`config.mk`:
```
export PLATFORM = sky130hd
export DESIGN_NAME = ctr_queue
export DESIGN_NICKNAME = d
export VERILOG_FILES = /design/src/ctr_pkg.sv /design/src/ctr_queue.sv
export VERILOG_INCLUDE_DIRS = /design/src /design/src/src
export SDC_FILE = /design/constraint.sdc
export NUM_CORES = 1
export LEC_CHECK = 0
export CAP_MARGIN = 0
export CORE_MARGIN = 4
export CORE_UTILIZATION = 35
export DETAILED_ROUTE_END_ITERATION = 10
export DONT_BUFFER_PORTS = 1
export SLEW_MARGIN = 25
export SYNTH_ARGS = -nofsm -noshare
export SYNTH_HDL_FRONTEND = slang
export SYNTH_SLANG_ARGS = --single-unit
export TNS_END_PERCENT = 50
```
`constraint.sdc`:
```
create_clock -name clk -period 19 [get_ports clk]
set_input_delay 0.95 -clock clk [delete_from_list [all_inputs] [get_ports clk]]
set_output_delay 0.95 -clock clk [all_outputs]
set_load 0.005 [all_outputs]
```
`src/coverage_triangle_rasterizer_unit_defines.svh`:
```
// assertion macros shared by the rasterizer rtl
// expects clk and arst_n in the scope of each use
`ifndef COVERAGE_TRIANGLE_RASTERIZER_UNIT_DEFINES_SVH
`define COVERAGE_TRIANGLE_RASTERIZER_UNIT_DEFINES_SVH

`ifndef NO_ASSERTIONS

`define CTR_ASSERT_IMPL(label, ante, cons, msg) \
	label: assert property (@(posedge clk) disable iff (!arst_n) (ante) |-> (cons)) \
		else $error(msg);

`define CTR_ASSERT_NEXT(label, ante, cons, msg) \
	label: assert property (@(posedge clk) disable iff (!arst_n) (ante) |=> (cons)) \
		else $error(msg);

`else

`define CTR_ASSERT_IMPL(label, ante, cons, msg)

`define CTR_ASSERT_NEXT(label, ante, cons, msg)

`endif

`endif

```
`src/ctr_pkg.sv`:
```
// shared types, widths and codes of the coverage triangle rasterizer
// no dependencies
`timescale 1ns / 1ps
`default_nettype none

package ctr_pkg;

	localparam int MAX_PIXEL_DIM        = 256;
	localparam int HEIGHT_FRACTION_BITS = 8;

	localparam int CRD_W   = 15;
	localparam int HGT_W   = 24;
	localparam int DIM_W   = 9;
	localparam int CNT_W   = 17;
	localparam int PIX_W   = $clog2(MAX_PIXEL_DIM);
	localparam int MAP_AW  = 2 * PIX_W;
	localparam int MAP_DEPTH = 1 << MAP_AW;
	localparam int AB_W    = CRD_W + 1;
	localparam int PROD_W  = 2 * CRD_W;
	localparam int C_W     = PROD_W + 1;
	localparam int AREA_W  = C_W + 2;
	localparam int EDGE_W  = AREA_W + 1;
	localparam int DEN_W   = AREA_W - 1;
	localparam int NUM_W   = HGT_W + 1 + HEIGHT_FRACTION_BITS;
	localparam int HV_W    = NUM_W + 7;
	localparam int ITER_W  = $clog2(HV_W + 1);
	localparam int Q_DEPTH = 2;
	localparam int PADDR_W = 3;
	localparam int PDATA_W = 32;

	localparam logic REG_PIXEL_WIDTH  = 1'b0;
	localparam logic REG_PIXEL_HEIGHT = 1'b1;

	typedef enum logic [1:0] {
		OP_LOAD   = 2'd0,
		OP_RASTER = 2'd1,
		OP_READ   = 2'd2,
		OP_CLEAR  = 2'd3
	} op_t;

	typedef enum logic [3:0] {
		B_CLEAR,
		B_IDLE,
		B_PREP,
		B_MEMW,
		B_DIV,
		B_FIX,
		B_MUL,
		B_WALK,
		B_DRAIN,
		B_DONE
	} bstate_t;

	// one classified item as it crosses the queue
	typedef struct packed {
		op_t                       op;
		logic                      in_range;
		logic [PIX_W-1:0]          tx;
		logic [PIX_W-1:0]          ty;
		logic signed [HGT_W-1:0]   h0;
		logic signed [HGT_W-1:0]   h1;
		logic signed [HGT_W-1:0]   h2;
		logic signed [AB_W-1:0]    a0;
		logic signed [AB_W-1:0]    a1;
		logic signed [AB_W-1:0]    a2;
		logic signed [AB_W-1:0]    b0;
		logic signed [AB_W-1:0]    b1;
		logic signed [AB_W-1:0]    b2;
		logic signed [C_W-1:0]     c0;
		logic signed [C_W-1:0]     c1;
		logic signed [C_W-1:0]     c2;
		logic signed [AREA_W-1:0]  area;
		logic [2:0]                tl;
		logic [PIX_W-1:0]          minx;
		logic [PIX_W-1:0]          maxx;
		logic [PIX_W-1:0]          miny;
		logic [PIX_W-1:0]          maxy;
		logic                      culled;
	} cmd_t;

	typedef struct packed {
		logic init_clear;
		logic idle;
	} back_stat_t;

endpackage

`default_nettype wire

```
`src/ctr_queue.sv`:
```
// short fifo of classified items between front and back
// depends on ctr_pkg and the assertion macro header
`timescale 1ns / 1ps
`default_nettype none
`include "coverage_triangle_rasterizer_unit_defines.svh"

module ctr_queue import ctr_pkg::*; (
	input  wire logic clk,
	input  wire logic arst_n,
	input  wire logic push,
	input  wire cmd_t wdata,
	output      logic full,
	input  wire logic pop,
	output      logic valid,
	output      cmd_t rdata
);

	localparam int PTR_W = $clog2(Q_DEPTH);

	cmd_t                 mem_q [Q_DEPTH];
	logic [PTR_W-1:0]     wp_q, rp_q;
	logic [PTR_W:0]       count_q;

	assign full  = (count_q == (PTR_W+1)'(Q_DEPTH));
	assign valid = (count_q != '0);
	assign rdata = mem_q[rp_q];

	always_ff @(posedge clk) begin
		if (push) begin
			mem_q[wp_q] <= wdata;
		end
	end

	always_ff @(posedge clk or negedge arst_n) begin
		if (!arst_n) begin
			wp_q    <= '0;
			rp_q    <= '0;
			count_q <= '0;
		end else begin
			if (push) begin
				wp_q <= (wp_q == PTR_W'(Q_DEPTH - 1)) ? '0 : wp_q + PTR_W'(1);
			end
			if (pop) begin
				rp_q <= (rp_q == PTR_W'(Q_DEPTH - 1)) ? '0 : rp_q + PTR_W'(1);
			end
			count_q <= count_q + (PTR_W+1)'(push) - (PTR_W+1)'(pop);
		end
	end

	`CTR_ASSERT_IMPL(a_q_no_overflow, full, !push, "queue written while full")
	`CTR_ASSERT_IMPL(a_q_no_underflow, pop, valid, "queue read while empty")

endmodule

`default_nettype wire

```
Yosys cells after proc, flatten, opt, wreduce, memory -nomap -nowiden
Memories as Yosys holds them, arrays and structs flattened.
Cells that the tools add are included.

storage, ports and cells
  flip-flop bits (word level) = 4
  bits in writable memories = 698
  bits of input ports = 353
  output and inout bits = 351
  memories kept = 1

memory list
  memory  depth  bits a word  read ports  clocked after Yosys merged registers in  write ports  RTL line         RTL
  mem_q   2      349          1           0                                        1            ctr_queue.sv:20  cmd_t mem_q [Q_DEPTH];

operators by class
  $add $sub $neg = 4
  eq/ne operators = 1
  muxes and demuxes = 4
  reductions and logical operators = 1

operator list
  kind                   count
  $mux W1                4
  $add A1 B1 Y1 const B  2
  $add A2 B1 Y2          1
  $eq A2 B2 Y1 const B   1
  $reduce_bool A2 Y1     1
  $sub A2 B1 Y2          1

Logic depth before layout (Yosys ltp)
  depth after elaboration = 2
  gate-level depth with buffers = 5

Worst setup path after synthesis
Ideal clock, no wire load.

  path type = input-to-reg
  start = input push
  end = memory mem_q[0][0] (netlist name) (enable)
  library setup time = 1.109 ns
  arrival = 15.938 ns
  required time = 17.891 ns
  path slack = 1.953 ns
  cell stages on the path = 1
  buffers on the path = 0
  path through = nor2b_1

between the ends
  word-level cells in the longest chain between the ends = 2

RTL lines
  what                           RTL line         RTL
  from (decl)                    ctr_queue.sv:10  input wire logic push,
  $mux W1                        ctr_queue.sv:29  if (push) begin
  $mux W1 (not written as such)  ctr_queue.sv:30  mem_q[wp_q] <= wdata;
  to (decl)                      ctr_queue.sv:20

Every way passes these cells.

==> metrics.txt <==
DRC violation count after routing 0; Adder-Cell Fraction of Synth Area 0.0937%; Post-synth EDFFs 698; largest family of logic cells by synthesized area multiplexers; vias per cell 4.81; Reg clk slew, reported paths 60 ps; H-tree depth 3; Nets 1505; reg2reg end mem_q[0][49]; multi-input logic area 5160 um^2; critical path class register to primary output; Tcrit/Tclk final 29.0%; GPL Wtd Cong 0.826; total routed wirelength 56000 um; Mapped Avg Cell Area 24.3 um^2; Slew Limit Headroom 32.6%; Post-Synthesis Cell Area 26700 um^2; die height 284 um; dpl hpwl 39800 um; YS warnings 0; FF-to-FF setup slack 15700 ps; fin cells 2181; Yosys top cell area share 78.5%; postcts setup bufs 0; Synth Instances 1101; Post-synth top cells edfxtp_1 (698), mux2_4 (300), mux2_2 (49); multiplexer share of the synthesized area 18.9%; Pleak 10.5 nW; unique cell type count in the Yosys netlist 14; #FFs+latches synth 702; Antenna Nets Post-Route 0; Peak VDD IR 0.136 mV; Overall Global Routing Usage 13.2%; DP Cell Count 2053; hold path startpoint wdata[113]; status complete, no violations; post-synthesis sequential area ratio 78.8%; final core utilization 39.5%; largest net degree at the start of global routing 160; worst min path class input port to register; ys async rst share 0.570%; XOR/XNOR Fraction of Synth Area 0.155%; diode count 0; Final Hold Vio Count 0; wire length per cell 25.7 um; WHS Path Cells 0; Worst-Margin Slew 1010 ps; initial antenna violation count 1; clock buffer depth 3; Worst-Skew Late Latency 600 ps; Synthesized Nets 1456; top-count cell post-synth edfxtp_1; Crit. End Element primary output; RSZ-0062 raised after global routing no; Fillers 6654; fmax 0.181 GHz; Register Area 21100 um^2; cell taking the most area after synthesis edfxtp_1; layout cells sized above 1 38.7%; Tmin final 5510 ps; cts bufs inserted 72; vias in the first global route 11200; DIE WIDTH 284 um; setup skew after layout 15.7 ps; Final Max Slew Viols 0; Core Rows 101; Pwr Density 156 nW/um^2; die area 80800 um^2; worst path arrival time 4560 ps; I/O pin count 704; ys flop type edfxtp_1; Compound-Gate Fraction of Synth Area 0%; core area 75800 um^2; Post-Synth Simple-Gate Area 0.0937%; startpoint types register; Vias 10500; initial core utilization 35.2%; synthesis-to-finish area growth 12.1%; count of input and output buffers 0; CTS tree done; Hold Path Sink mem_q[1][113]; r2r worst-path depth 4; first-pass GRT wire length 79000 um; 1st-pass router iterations 4; CTS Sinks 702; final setup TNS 0 ps; worst-path fanout max 63; final count of negative-setup-slack endpoints 0; RR Startpoint wp_q; top cells by area, synth edfxtp_1 (78%), mux2_4 (17%), mux2_2 (2.1%); Req. time, crit path 18050 ps; # Max-Cap Violations 0; Root Buffer clkbuf_16; grt ovf 0; Starting DRT DRC Count 631
[metal layers]
metal,vias to the layer above,global-route usage (%),part of all wire (%)
met3,116,6.45,11
met2,489,25.2,56
met4,2,4.63,3.3
li1,4499,-,-
met5,-,0,0.023
met1,5374,12.0,31
[metrics by stage]
stage	instance area (um^2)	hold WS [ps]	power, W	setup slack, ps
after floorplan	26700	453	0.00330	1950
after global placement	27600	527	0.00334	14170
after detailed placement	27600	531	0.00337	14080
after CTS	29900	367	0.00476	13400
after global routing	29900	383	0.00488	13230
final	29900	437	0.00467	13490
[power breakdown]
| part | switching, W | internal, W | total, W | leakage, nW |
|---|---|---|---|---|
| registers | 0.0000941 | 0.00206 | 0.00215 | 6.60 |
| logic | 0.000595 | 0.000549 | 0.00114 | 2.80 |
| clock network | 0.000565 | 0.000809 | 0.00137 | 1.13 |
[cell type report]
cell class                 instances  share of cell area (%)
sequential                       702                    70.3
tap                              978                    4.09
clock buffer                      87                    6.28
timing repair buffer              14                   0.468
inverter                           2                  0.0251
clock inverter                    40                    1.58
multi-input combinational        358                    17.2
[sequential cells by signal, indices dropped and copies added (netlist names)]
| register | flops |
|---|---|
| count_q | 2 |
| mem_q | 698 |
| rp_q | 1 |
| wp_q | 1 |
[cell families after synthesis]
family / after synthesis
XOR/XNOR: 3
buffers and inverters: 41
flip-flops: 702
AND/OR/NAND/NOR: 4
multiplexers: 349
adder cells (fa/ha/maj): 2
[cell usage in the layout, fill, tap and decap left out, drive strengths merged]
cell type / netlist / final
and2: 1 / 1
clkbuf: 0 / 87
xor3: 1 / 1
or2: 1 / 1
dfrtp: 4 / 4
xor2: 2 / 2
bufinv: 0 / 7
clkinv: 0 / 27
ha: 2 / 2
edfxtp: 698 / 698
nor2b: 2 / 2
clkinvlp: 0 / 4
mux2: 349 / 349
dlygate4sd3: 0 / 1
buf: 39 / 13
inv: 2 / 4
[what timing repair did]
item | in CTS | in global routing
resized for setup | 0 | 0
hold buffers | 1 | 0
hold endpoints to repair | 4 | 0
[worst max path at each step]
stage	start	endpoint	cells past startpoint
after global placement	rp_q	rdata[54]	4
after CTS	rp_q	rdata[97]	4
after detailed placement	rp_q	rdata[97]	4
after global routing	rp_q	rdata[52]	4
final	rp_q	rdata[54]	4
after floorplan	push	mem_q[0][0]	1
[worst max-delay path, stage by stage, from the launching register on]
cell and delay [ps]:
dfrtp_4 870, buf_4 820, buf_4 810, buf_4 900, mux2_4 370
Power figures use the tool's default switching activity.
